## src/lpf_pkg.sv

```systemverilog
// types, codes and constants of the lamp priority flasher
`timescale 1ns / 1ps
package lpf_pkg;

   // event kinds
   localparam logic [2:0] MODE_STALK  = 3'd0;
   localparam logic [2:0] MODE_KNOB   = 3'd1;
   localparam logic [2:0] MODE_FRAME  = 3'd2;
   localparam logic [2:0] MODE_CTRL   = 3'd3;
   localparam logic [2:0] MODE_STATUS = 3'd4;

   // turn command codes
   localparam logic [1:0] TURN_OFF    = 2'd0;
   localparam logic [1:0] TURN_LEFT   = 2'd1;
   localparam logic [1:0] TURN_RIGHT  = 2'd2;
   localparam logic [1:0] TURN_HAZARD = 2'd3;

   // winning lamp codes
   localparam logic [1:0] LAMP_NONE = 2'd0;
   localparam logic [1:0] LAMP_POS  = 2'd1;
   localparam logic [1:0] LAMP_TURN = 2'd2;

   // turn status codes in the status frame
   localparam logic [1:0] TSTAT_IDLE = 2'd0;
   localparam logic [1:0] TSTAT_LIT  = 2'd1;
   localparam logic [1:0] TSTAT_DARK = 2'd2;

   // configuration register indexes and reset values
   localparam logic CSR_FRAME_ID    = 1'b0;
   localparam logic CSR_HALF_PERIOD = 1'b1;
   localparam int   CSR_DATA_W      = 29;
   localparam logic [28:0] FRAME_ID_RESET    = 29'd256;
   localparam logic [7:0]  HALF_PERIOD_RESET = 8'd25;

   typedef struct packed {
      logic [2:0]  mode;
      logic [28:0] frame_id;
      logic [7:0]  frame_byte0;
   } req_type;

   typedef struct packed {
      logic       turn_lamp_on;
      logic       pos_lamp_on;
      logic [1:0] lead_lamp;
      logic       status_valid;
      logic [4:0] status_byte0;
      logic [3:0] status_byte1;
   } rsp_type;

   typedef struct packed {
      logic [1:0] turn_command;
      logic       position_command;
      logic [1:0] last_frame_turn;
      logic       last_frame_position;
      logic       last_frame_seen;
      logic [7:0] blink_count;
      logic       flash_phase;
      logic [1:0] winning_lamp;
      logic       turn_drive;
      logic       position_drive;
      logic [3:0] rolling_count;
   } state_type;

endpackage

```

## src/lamp_priority_flasher.sv

```systemverilog
// top level of the lamp priority flasher
//
// Lamp controller for one vehicle side, driven by one event per transaction:
// stalk key, knob key, bus frame, control tick or status tick. Every accepted
// transaction gives exactly one result transaction, registered in the output
// register or skid entry; a new transaction is accepted in every cycle while
// req_stall is low. The state update is a single pass of logic between the
// state registers and the result register. The result side has an output
// register plus one skid entry, so req_stall comes from a register and rises
// only once the skid entry holds a result that the receiver has not taken.
// Configuration writes (frame id, blink half period) take effect at the clock edge of the write.
`timescale 1ns / 1ps
module lamp_priority_flasher (
   input  logic             clock,
   input  logic             reset,
   input  logic             req_valid,
   output logic             req_stall,
   input  lpf_pkg::req_type req_data,
   output logic             rsp_valid,
   input  logic             rsp_stall,
   output lpf_pkg::rsp_type rsp_data,
   input  logic             csr_write_en,
   input  logic             csr_index,
   input  logic [28:0]      csr_wdata
);
   import lpf_pkg::*;

   logic [28:0] frame_id_ff;
   logic [7:0]  half_period_ff;
   state_type   state_ff;
   state_type   state_in;
   rsp_type     step_rsp;
   logic        out_valid_ff;
   rsp_type     out_data_ff;
   logic        skid_valid_ff;
   rsp_type     skid_data_ff;
   logic        req_take;
   logic        out_take;

   assign req_take  = req_valid && !skid_valid_ff;
   assign out_take  = out_valid_ff && !rsp_stall;
   assign req_stall = skid_valid_ff;
   assign rsp_valid = out_valid_ff;
   assign rsp_data  = out_data_ff;

   // configuration registers
   always_ff @(posedge clock) begin
      if (reset) begin
         frame_id_ff    <= FRAME_ID_RESET;
         half_period_ff <= HALF_PERIOD_RESET;
      end else if (csr_write_en) begin
         unique case (csr_index)
            CSR_FRAME_ID:    frame_id_ff    <= csr_wdata;
            CSR_HALF_PERIOD: half_period_ff <= csr_wdata[7:0];
            default:         frame_id_ff    <= frame_id_ff;
         endcase
      end
   end

   lpf_step u_step (
      .cur_state       (state_ff),
      .req             (req_data),
      .cfg_frame_id    (frame_id_ff),
      .cfg_half_period (half_period_ff),
      .nxt_state       (state_in),
      .result          (step_rsp)
   );

   // lamp state advances on each accepted transaction
   always_ff @(posedge clock) begin
      if (reset) begin
         state_ff <= '0;
      end else if (req_take) begin
         state_ff <= state_in;
      end
   end

   // output register and skid entry
   always_ff @(posedge clock) begin
      if (reset) begin
         out_valid_ff  <= 1'b0;
         skid_valid_ff <= 1'b0;
      end else begin
         if (skid_valid_ff) begin
            if (out_take) begin
               out_valid_ff  <= 1'b1;
               skid_valid_ff <= 1'b0;
            end
         end else if (req_take) begin
            if (out_valid_ff && rsp_stall) begin
               skid_valid_ff <= 1'b1;
            end else begin
               out_valid_ff <= 1'b1;
            end
         end else if (out_take) begin
            out_valid_ff <= 1'b0;
         end
      end
   end

   // result payload moves without reset
   always_ff @(posedge clock) begin
      if (skid_valid_ff) begin
         if (out_take) begin
            out_data_ff <= skid_data_ff;
         end
      end else if (req_take) begin
         if (out_valid_ff && rsp_stall) begin
            skid_data_ff <= step_rsp;
         end else begin
            out_data_ff <= step_rsp;
         end
      end
   end

endmodule

```

## src/lpf_step.sv

```systemverilog
// next-state and result logic for one event of the lamp flasher
`timescale 1ns / 1ps
module lpf_step (
   input  lpf_pkg::state_type cur_state,
   input  lpf_pkg::req_type   req,
   input  logic [28:0]        cfg_frame_id,
   input  logic [7:0]         cfg_half_period,
   output lpf_pkg::state_type nxt_state,
   output lpf_pkg::rsp_type   result
);
   import lpf_pkg::*;

   logic       turn_active;
   logic [7:0] count_inc;
   logic [1:0] frame_turn;
   logic       frame_pos;
   logic       frame_new;
   logic [1:0] turn_status;

   assign turn_active = (cur_state.turn_command == TURN_LEFT) ||
                        (cur_state.turn_command == TURN_HAZARD);
   assign count_inc   = cur_state.blink_count + 8'd1;
   assign frame_turn  = req.frame_byte0[1:0];
   assign frame_pos   = req.frame_byte0[2];
   assign frame_new   = !cur_state.last_frame_seen ||
                        (frame_turn != cur_state.last_frame_turn) ||
                        (frame_pos != cur_state.last_frame_position);

   // turn status as seen at the last control tick
   always_comb begin
      if (cur_state.winning_lamp == LAMP_TURN) begin
         turn_status = cur_state.turn_drive ? TSTAT_LIT : TSTAT_DARK;
      end else begin
         turn_status = TSTAT_IDLE;
      end
   end

   // state update per event kind
   always_comb begin
      nxt_state = cur_state;
      result    = '0;
      unique case (req.mode)
         MODE_STALK: begin
            unique case (cur_state.turn_command)
               TURN_OFF:  nxt_state.turn_command = TURN_LEFT;
               TURN_LEFT: nxt_state.turn_command = TURN_HAZARD;
               default:   nxt_state.turn_command = TURN_OFF;
            endcase
         end
         MODE_KNOB: begin
            nxt_state.position_command = !cur_state.position_command;
         end
         MODE_FRAME: begin
            if ((req.frame_id == cfg_frame_id) && frame_new) begin
               nxt_state.last_frame_seen     = 1'b1;
               nxt_state.last_frame_turn     = frame_turn;
               nxt_state.last_frame_position = frame_pos;
               nxt_state.turn_command        = frame_turn;
               nxt_state.position_command    = frame_pos;
            end
         end
         MODE_CTRL: begin
            if (turn_active) begin
               // turn wins: blink and force the position lamp dark
               nxt_state.winning_lamp   = LAMP_TURN;
               nxt_state.position_drive = 1'b0;
               if (count_inc >= cfg_half_period) begin
                  nxt_state.blink_count = '0;
                  nxt_state.flash_phase = !cur_state.flash_phase;
               end else begin
                  nxt_state.blink_count = count_inc;
               end
               nxt_state.turn_drive = nxt_state.flash_phase;
            end else begin
               nxt_state.blink_count    = '0;
               nxt_state.flash_phase    = 1'b0;
               nxt_state.turn_drive     = 1'b0;
               nxt_state.position_drive = cur_state.position_command;
               nxt_state.winning_lamp   = cur_state.position_command ? LAMP_POS : LAMP_NONE;
            end
         end
         MODE_STATUS: begin
            result.status_valid     = 1'b1;
            result.status_byte0     = {cur_state.winning_lamp, cur_state.position_drive,
                                       turn_status};
            result.status_byte1     = cur_state.rolling_count;
            nxt_state.rolling_count = cur_state.rolling_count + 4'd1;
         end
         default: begin
            // unused event kinds leave the state alone
         end
      endcase
      result.turn_lamp_on = nxt_state.turn_drive;
      result.pos_lamp_on  = nxt_state.position_drive;
      result.lead_lamp    = nxt_state.winning_lamp;
   end

endmodule

```

## config.mk

```make
export PLATFORM = sky130hd
export DESIGN_NAME = lamp_priority_flasher
export DESIGN_NICKNAME = d
export VERILOG_FILES = /design/src/lpf_pkg.sv /design/src/lamp_priority_flasher.sv /design/src/lpf_step.sv
export SDC_FILE = /design/constraint.sdc
export NUM_CORES = 1
export LEC_CHECK = 0
export BUFFER_PORTS_ARGS = -buffer_cell sky130_fd_sc_hd__buf_2
export CAP_MARGIN = 40
export CORE_MARGIN = 5
export CORE_UTILIZATION = 45
export CTS_CLUSTER_SIZE = 24
export DETAILED_ROUTE_END_ITERATION = 16
export GPL_ROUTABILITY_DRIVEN = 1
export PLACE_DENSITY = 0.79
export RECOVER_POWER = 25
export SLEW_MARGIN = 10
export SYNTH_ARGS = -nofsm -noshare
export SYNTH_HDL_FRONTEND = slang
export SYNTH_SLANG_ARGS = --single-unit
```

## constraint.sdc

```tcl
create_clock -name clock -period 4.4 [get_ports clock]
set_input_delay 1.1 -clock clock [delete_from_list [all_inputs] [get_ports clock]]
set_output_delay 1.1 -clock clock [all_outputs]
set_load 0.1 [all_outputs]
```

After elaboration in Yosys (flattened, before gate mapping)
Index checks and enable logic that the tools add are counted.
{"block": "totals", "elab_cells": 99, "reg_bits": 91, "output_inout_bits": 16}
{"block": "classes", "n_eq_ne": 14, "n_bitwise": 2, "reduce_logical": 28, "addsub": 2, "muxes": 25, "magnitude_cmp": 1}
{"cell": "$mux W14", "n": 4}
{"cell": "$eq A29 B29 Y1", "n": 1}
{"cell": "$reduce_and A3 Y1", "n": 6}
{"cell": "$mux W13", "n": 1}
{"cell": "$mux W1", "n": 11}
{"cell": "$mux W10", "n": 1}
{"cell": "$add A8 B1 Y8 const B", "n": 1}
{"cell": "$ge A8 B8 Y1", "n": 1}
{"cell": "$mux W8", "n": 1}
{"cell": "$pmux W2 S2", "n": 2}
{"cell": "$reduce_and A2 Y1", "n": 4}
{"cell": "$reduce_bool A2 Y1", "n": 4}
{"cell": "$mux W7", "n": 1}
{"cell": "$eq A3 B2 Y1 const B", "n": 2}
{"cell": "$logic_not A1 Y1", "n": 5}
{"cell": "$add A4 B1 Y4 const B", "n": 1}
{"cell": "$eq A2 B2 Y1 const B", "n": 2}
{"cell": "$logic_and A1 B1 Y1", "n": 4}
{"cell": "$mux W2", "n": 2}
{"cell": "$mux W4", "n": 1}
{"cell": "$ne A2 B1 Y1 const B", "n": 2}
{"cell": "$eq A3 B1 Y1 const B", "n": 1}
{"cell": "$eq A3 B3 Y1 const B", "n": 1}
{"cell": "$logic_not A3 Y1", "n": 1}
{"cell": "9 further kinds", "n": 12}

Logic depth before layout (Yosys ltp)
Gate-level depths: netlist of the first run.
{"block": "logic_depth", "depth_word": 8, "depth_mapped": 11}

Hierarchy
From an unflattened synthesis of the first run, not the netlist that was laid out.
{"block": "hier_totals", "hier_cells": 479, "area_unflattened_um2": 5057.4}
{"module": "lamp_priority_flasher", "seq_area_each_um2": 2102.0, "cells_each": 319, "area_per_inst_um2": 3862.5, "instances": 1}
{"module": "lpf_step", "seq_area_each_um2": 0.0, "cells_each": 160, "area_per_inst_um2": 1194.9, "instances": 1}

Worst setup path after synthesis of the first run
OpenSTA, ideal clock, no wires.
{"block": "synth_path", "kind": "register to register", "from": "register skid_valid_ff, in the netlist req_stall", "to": "register out_data_ff, in the netlist rsp_data[0], enable pin", "synth_period_minus_slack_ns": 2.928, "t_arrival_ns": 2.539, "required_time_ns": 4.010, "setup_slack_ns": 1.472, "stages_incl_launch_ff": 5, "path_cell_list": "dfxtp_1 > clkbuf_1 > clkbuf_1 > a21oi_1 > a21oi_1"}
{"block": "synth_between", "elab_chain_len": 4, "elab_cells_between_ends": 6}
{"item": "start, declared", "line": "lamp_priority_flasher.sv:35", "source": "logic skid_valid_ff;"}
{"item": "start signal, assigned", "line": "lamp_priority_flasher.sv:82", "source": "skid_valid_ff <= 1'b0;"}
{"item": "start signal, assigned", "line": "lamp_priority_flasher.sv:87", "source": "skid_valid_ff <= 1'b0;"}
{"item": "start signal, assigned", "line": "lamp_priority_flasher.sv:91", "source": "skid_valid_ff <= 1'b1;"}
{"item": "$logic_not A1 Y1", "line": "lamp_priority_flasher.sv:40", "source": "assign req_take = req_valid && !skid_valid_ff;"}
{"item": "$logic_and A1 B1 Y1", "line": "lamp_priority_flasher.sv:40"}
{"item": "$reduce_bool A2 Y1 (no line)"}
{"item": "$reduce_and A3 Y1 (no line) (*)"}
{"item": "end signal, assigned", "line": "lamp_priority_flasher.sv:105", "source": "out_data_ff <= skid_data_ff;"}
{"item": "end signal, assigned", "line": "lamp_priority_flasher.sv:111", "source": "out_data_ff <= step_rsp;"}
{"item": "end, declared", "line": "lamp_priority_flasher.sv:34", "source": "rsp_type out_data_ff;"}
Every way passes the cells marked *; elsewhere a longest branch is shown, timed or not.
A chain may end at the register's enable or synchronous reset.

Worst setup path in the final report of the first run
{"block": "layout_path", "from": "input port reset", "to": "register frame_id_ff[8]"}
{"item": "start, declared", "line": "lamp_priority_flasher.sv:15", "source": "input logic reset,"}
{"item": "end signal, assigned", "line": "lamp_priority_flasher.sv:53", "source": "CSR_FRAME_ID: frame_id_ff <= csr_wdata;"}
{"item": "end signal, assigned", "line": "lamp_priority_flasher.sv:55", "source": "default: frame_id_ff <= frame_id_ff;"}
{"item": "end, declared", "line": "lamp_priority_flasher.sv:28", "source": "logic [28:0] frame_id_ff;"}
No word-level cell between the ends.

==> results.md, run 1 <==
- Maximum number of pins on one net before global-route repair: 38
- Type of destination of the critical path: flop
- Post-synth cell types: 39
- Critical Path Start: reset
- Crit path time final: 3110 ps
- Final Net Count: 599
- Clock tree from TritonCTS: yes
- Power density over the cells: 360 nW/µm²
- Num ports: 91
- Number of standard cells in the layout, taps in and fillers out: 630
- Remaining antenna violation count: 0
- Reg-to-reg startpoint: state_ff[9]
- Total routed wirelength: 8540 µm
- Number of sinks driven by the clock tree: 91
- Buffer count from post-CTS setup fixing: 0
- Kind of critical path: input port to flop
- Critical-path maximum fanout: 37
- Share of cells above drive strength 1: 23.1%
- Clock Pin Slew Worst Setup and Hold Paths: 100 ps
- Post-Route Setup TNS: 0 ps
- Largest clock skew in the final design: 14.6 ps
- Endpoint required time on the critical path: 4700 ps
- Slowest library cell on the worst path: clkbuf_1
- Synthesized netlist cell count: 436
- # placed instances: 614
- RR Endpoint: rsp_data[13]
- Static power due to leakage: 1.96 nW
- Placeable core region: 9110 µm²
- Result of the run: complete, but fails checks
- Global-route wire length before repair: 14,900 µm
- Setup repair after global routing missed its margin: false
- Number of flops mapped to enable cells by yosys: 28
- Antenna Cells: 0
- Cell with the most instances after synthesis: nand2_1
- H-tree depth: 3
- Area of the mapped netlist: 4160 µm²
- Standard-cell rows: 35
- Average vias per placed instance: 5.11
- Yosys warning count: 0
- Effective utilization at floorplan: 45.6%
- Max-cap check violation count: 1
- Filler cell count: 817
- Achievable frequency: 321 MHz
- CTS buffer count: 9
- Total vias in the final route: 3,217
- Hold Worst Slack: 454 ps
- Global-route total usage across every layer: 16.1%
- Number of antenna violations at the first check in global routing: 0
- Detail-routed net length per standard cell: 13.6 µm
- Final hold violation count: 0
- Slowest Stage Delay on Critical Path: 1190 ps
- Dominant cell type by count on the critical path: clkbuf_1
- Die footprint: 11,300 µm²
- Worst-case clock buffer depth: 2
- HPWL after detailed placement: 6450 µm
- Startpoint type of the worst setup path: input port
- Synthesized flop and latch total: 91
- Area growth from synthesis to layout: 17.7%
- Path category of the worst min-delay check: flop to flop
- Share of Yosys cell area claimed by the top area cell type: 30.3%
- Data arrival time of the worst path: 3420 ps
- Hold Path Sink: state_ff[17]
- Root buffer cell: clkbuf_8
- DRC: 0
- Transition time at the pin with the least slew margin: 1530 ps
- Syn nets: 521
- Average cell area after synthesis: 9.54 µm²
- Number of global-route vias before repair: 3,277
- Gpl congestion: 0.793
- Violated checks: max-capacitance violations, max-slew violations
- Worst reg-to-reg path cell count: 11
- Number of instances on the worst hold path: 2
- Cell types with the highest counts after synthesis: nand2_1, dfxtp_1, a21oi_1, xnor2_1, edfxtp_1
- Latest clock arrival within the worst-skew pair: 360 ps
- Headroom to the max-slew limit: -2.10%
- Flop2flop setup slack: 1520 ps
- Die W: 106 µm
- Crit path cell chain: clkbuf_1 -> clkbuf_1 -> nand3b_1
- Buffers on Ports: 85
- Resized Gates After CTS: 0
- First drt pass iteration count: 4
- Ranking of synthesized cells by area: dfxtp_1, edfxtp_1, nand2_1
- Overall overflow remaining after global route: 0
- Count of hold-fix buffers inserted at cts: 0
- Post-synth top area cell: dfxtp_1
- Height of the die: 106 µm
- Final Max Slew Viols: 38
- Iter 0 DRT Violations: 116
- Predominant post-synthesis flop cell: dfxtp_1
- Hold path startpoint: state_ff[17]
- Max VDD drop: 236 µV
- Final period utilization: 70.8%
- Number of setup violations in the final report: 0
- Ys async rst share: 0%
- Register area share after synthesis: 50.6%
==> through the flow <==
step | setup slack [ps] | util [%] | power, mW | area, µm²
after floorplan | 1470 | - | 1.10 | 4160
after global placement | 1390 | 51.0 | 1.17 | 4650
after detailed placement | 1370 | 51.6 | 1.18 | 4700
after CTS | 1520 | 53.9 | 1.78 | 4910
after global routing | 976 | 53.7 | 1.84 | 4890
final | 1290 | 53.7 | 1.76 | 4890
==> worst max path at each step <==
stage / endpoint / depth (start not counted)
2_1_floorplan: rsp_data[0] / 4
3_3_place_gp: state_ff[23] / 7
3_5_place_dp: state_ff[23] / 7
4_1_cts: rsp_data[13] / 11
5_1_grt: half_period_ff[1] / 3
6_report: frame_id_ff[8] / 3
==> worst max-delay path: cells and delay by family <==
family	cells	cell delay [ps]
AND/OR/NAND/NOR	1	230
buffers and inverters	2	2080
==> registers in the layout (all words and copies together) (netlist names) <==
register / flops
req_stall: 1
skid_data_ff: 14
frame_id_ff: 29
rsp_data: 14
rsp_valid: 1
state_ff: 24
half_period_ff: 8
==> layout make-up <==
type,instances,area (µm²),area share (%)
Sequential cell,91,2100,42.9
Timing Repair Buffer,89,464,9.48
Multi-Input combinational cell,314,1940,39.6
Inverter,9,33.8,0.690
Clock inverter,6,66.3,1.35
Clock buffer,10,149,3.04
Tap cell,111,139,2.84
==> report_power, final <==
group	leakage, nW	switching, mW	internal [mW]	total (mW)
Combinational	1.06	0.162	0.0784	0.241
Sequential	0.785	0.0192	0.895	0.914
Clock	0.115	0.307	0.302	0.609
==> kinds of logic (layout without fill, tap and decap cells) <==
group / count (synthesis) / after routing / synth area share (%)
and+or+nand+nor: 171 / 171 / 19.9
DFF: 91 / 91 / 50.6
AOI/OAI and AO/OA: 75 / 75 / 10.6
xor gates and xnor gates: 43 / 43 / 9.06
buffers and inverters: 31 / 114 / 2.83
muxes: 15 / 15 / 4.06
adders and majority gates: 10 / 10 / 3.01
==> layer usage <==
layer	global-route usage [%]	vias up	wire, µm	part of all wire, %
li1	-	1655	-	-
met1	19.4	1459	3720	44
met2	27.3	91	4050	47
met3	5.04	12	640	7.5
met4	5.55	0	133	1.6
met5	0	-	0	0
==> layout by cell type, fill, tap and decap left out, types with 2 or more instances in the layout <==
master / n
a211oi_1: 2
mux2_2: 15
and4_1: 2
a22oi_1: 8
nor4_2: 2
a21oi_1: 44
nand2_1: 89
buf_2: 83
nand4_1: 9
buf_8: 2
o21a_1: 3
nor2_1: 20
nor2b_1: 2
and3_1: 8
xor2_1: 7
nor3_1: 5
inv_1: 10
nand2b_1: 8
inv_6: 3
ha_1: 10
a221oi_1: 2
xnor2_1: 36
a21o_1: 3
o31ai_1: 2
dfxtp_1: 63
o21ai_0: 7
clkbuf_8: 9
nor3b_1: 2
nand3b_1: 10
clkbuf_1: 3
nand3_1: 7
edfxtp_1: 28
(Power assumes the default switching activity.)
==> run 2, diff against run 1 <==
clock period = 2.9 ns   (was 4.4 ns; I/O delays follow)
==> run 2 against run 1 <==
Against the previous run:
- the flow now finishes without violations
- clock power increased by 33%
- setup slack got worse by 1100 ps
- cell count increased by 0.63%
- sequential cell count unchanged
- register-to-register slack got worse by 1300 ps
- non-clock buffer count increased by 4
- total power increased by 45%
- hold slack improved by 5.0 ps
- first-iteration DRC count increased by 1.7%
- count of clock-buffer cells in the layout decreased by 1
- global-route usage decreased by 0.31 points
- critical path type is now flop to flop
- critical endpoint is now rsp_data[13]
- largest power group unchanged
==> results.md, run 2 (synthesis results as in run 1) <==
- Result of the run: finished clean (was complete, but fails checks)
- Number of setup violations in the final report: 0 (unchanged)
- Crit path time final: 2720 ps
- Worst Slack Setup Final: 179 ps (was 1290 ps)
- Remaining antenna violation count: 0 (unchanged)
- Area growth from synthesis to layout: 17.5% (was 17.7%)
- Largest clock skew in the final design: 7.97 ps (was 14.6 ps)
- Worst-case clock buffer depth: 2 (unchanged)
- Total vias in the final route: 3,312 (was 3,217)
- Hold Path Sink: half_period_ff[1] (was state_ff[17])
- Number of instances on the worst hold path: 2 (unchanged)
- Buffer count from post-CTS setup fixing: 0 (unchanged)
- Overall overflow remaining after global route: 0 (unchanged)
- Clock Pin Slew Worst Setup and Hold Paths: 90 ps (was 100 ps)
- Reg-to-reg startpoint: state_ff[9] (unchanged)
- Type of destination of the critical path: flop (unchanged)
- Maximum number of pins on one net before global-route repair: 34 (was 38)
- First drt pass iteration count: 4 (unchanged)
- Slowest library cell on the worst path: dfxtp_2 (was clkbuf_1)
- Net switching share of the total power: 29.6% (was 27.7%)
- Sequential fraction of design power: 54.2% (was 51.8%)
- Max VDD drop: 258 µV (was 236 µV)
- DP Area: 4700 µm² (about the same)
- Flop2flop setup slack: 180 ps (was 1520 ps)
- Global-route wire length before repair: 14,700 µm (was 14,900 µm)
- Final hold violation count: 0 (unchanged)
- H-tree depth: 3 (unchanged)
- Fraction of power consumed by the clock network: 31.6% (was 34.5%)
- Kind of critical path: flop to flop (was input port to flop)
- Power density over the cells: 524 nW/µm² (was 360 nW/µm²)
- Max FFs per register: 29 (unchanged)
- RR Endpoint: rsp_data[13] (unchanged)
- Global-route total usage across every layer: 15.8% (was 16.1%)
- Startpoint type of the worst setup path: flop (was input port)
- Crit path cell chain: ha_1 -> and3_1 -> nand3_1 -> xnor2_2 -> ha_1 -> a21o_1 -> a21oi_1 -> o21ai_1 -> xnor2_1 -> o21ai_0 -> mux2_2 (was clkbuf_1 -> clkbuf_1 -> nand3b_1)
- Latest clock arrival within the worst-skew pair: 350 ps (was 360 ps)
- Effective utilization at floorplan: 45.6% (unchanged)
- Final period utilization: 93.8%
- Number of sinks driven by the clock tree: 91 (unchanged)
- Commonest non-fill, non-tap cell in the layout: nand2_1 (unchanged)
- Iter 0 DRT Violations: 118 (was 116)
- CTS buffer count: 9 (unchanged)
- Antenna Cells: 0 (unchanged)
- Height of the die: 106 µm (unchanged)
- Root buffer cell: clkbuf_8 (unchanged)
- Static power due to leakage: 1.95 nW (was 1.96 nW)
- Gpl congestion: 0.806 (was 0.793)
- Max-cap check violation count: 0 (was 1)
- Dominant cell type by count on the critical path: ha_1 (was clkbuf_1)
- Clock tree from TritonCTS: yes (unchanged)
- Post-Route Setup TNS: 0 ps (unchanged)
- Fraction of power consumed by combinational cells: 14.3% (was 13.6%)
- Largest register by flop count: frame_id_ff (unchanged)
- Worst reg-to-reg path cell count: 11 (unchanged)
- Num ports: 91 (unchanged)
- Share of cells above drive strength 1: 24.1% (was 23.1%)
- Worst slack at placement: 93.8 ps (was 1370 ps)
- Slowest Stage Delay on Critical Path: 390 ps (was 1190 ps)
- Number of antenna violations at the first check in global routing: 0 (unchanged)
- Data arrival time of the worst path: 2830 ps (was 3420 ps)
- Average vias per placed instance: 5.22 (was 5.11)
- Registers with the most flip-flops: frame_id_ff: 29 flops, state_ff: 24 flops (unchanged)
- HPWL after detailed placement: 6560 µm (was 6450 µm)
- Buffers on Ports: 85 (unchanged)
- Setup repair after global routing missed its margin: false (unchanged)
- Hold path startpoint: half_period_ff[1] (was state_ff[17])
- Resized Gates After CTS: 0 (unchanged)
- DRC: 0 (unchanged)
- Headroom to the max-slew limit: 7.43% (was -2.10%)
- Die footprint: 11,300 µm² (unchanged)
- Number of standard cells in the layout, taps in and fillers out: 634 (was 630)
- Final Max Slew Viols: 0 (was 38)
- Achievable frequency: 368 MHz
- # placed instances: 618 (was 614)
- Post-route cell area: 4890 µm² (about the same)
- Detail-routed net length per standard cell: 13.8 µm (was 13.6 µm)
- Critical-path maximum fanout: 5 (was 37)
- Placeable core region: 9110 µm² (unchanged)
- Internal power: 1.80 mW (was 1.28 mW)
- Path category of the worst min-delay check: flop to flop (unchanged)
- Transition time at the pin with the least slew margin: 1390 ps (was 1530 ps)
- Number of global-route vias before repair: 3,336 (was 3,277)
- Count of hold-fix buffers inserted at cts: 0 (unchanged)
- Total routed wirelength: 8760 µm (was 8540 µm)
- Switching pwr: 757 µW (was 488 µW)
- Standard-cell rows: 35 (unchanged)
- Die W: 106 µm (unchanged)
- Final Net Count: 603 (was 599)
- Endpoint required time on the critical path: 3010 ps (was 4700 ps)
- Most used cells in the layout excluding fill and tap cells: nand2_1, buf_2, dfxtp_1, a21oi_1, xnor2_1 (unchanged)
## run 2: cell types whose count changed in the layout (fill, tap and decap cells not counted), moves of 2 or more
cell,change
buf_8,-2
clkbuf_1,+2
clkinvlp_4,+2
inv_8,+2
buf_4,+5
## run 2: worst max-delay path by stage
stage                             from      endpoint  slack, ps  cells past startpoint
after detailed placement   state_ff[9]  rsp_data[13]         90                     11
after CTS                  state_ff[9]  rsp_data[13]         70                     11
final                      state_ff[9]  rsp_data[13]        180                     11
after global placement     state_ff[9]  rsp_data[13]        180                     11
after floorplan              req_stall   rsp_data[0]        260                      4
after global routing      state_ff[11]  rsp_data[13]         30                     11
## run 2: layer usage
layer  global-route usage [%]  up-vias  wire length (µm)  share of wire (%)
met5                        0        -                 0                  0
met4                     3.33        0                42               0.48
met3                     5.83        4               719                8.2
met2                     27.2      104              4250                 48
met1                     18.9     1537              3750                 43
li1                         -     1667                 -                  -
## run 2: final cells by class
| type | instances | area [µm²] |
|---|---|---|
| timing repair buffer | 93 | 474 |
| fill | 840 | 4220 |
| clock inverter | 7 | 60.1 |
| tap | 111 | 139 |
| multi-input combinational | 314 | 1950 |
| sequential | 91 | 2100 |
| clock buffer | 9 | 124 |
| inverter | 9 | 33.8 |
## run 2: power groups by stage
stage	Combinational, mW	Sequential, mW	Clock [mW]
floorplan	0.147	1.53	0
global placement	0.363	1.41	0
detailed placement	0.369	1.42	0
CTS	0.370	1.39	0.837
global route	0.394	1.39	0.902
finish	0.366	1.39	0.808
## run 2: critical path: cells and delay by family (launching register included)
kind	cells	cell delay [ps]
XOR/XNOR	2	370
multiplexers	1	270
AND/OR/NAND/NOR	2	340
AO/OA/AOI/OAI	4	600
adder cells (fa/ha/maj)	2	500
flip-flops	1	390
## run 2: through the flow
stage | util, % | hold WS, ps | total power [mW]
after floorplan | - | 426 | 1.68
after global placement | 51.6 | 445 | 1.78
after detailed placement | 51.6 | 450 | 1.79
after CTS | 53.7 | 465 | 2.59
after global routing | 53.6 | 484 | 2.69
final | 53.6 | 459 | 2.56
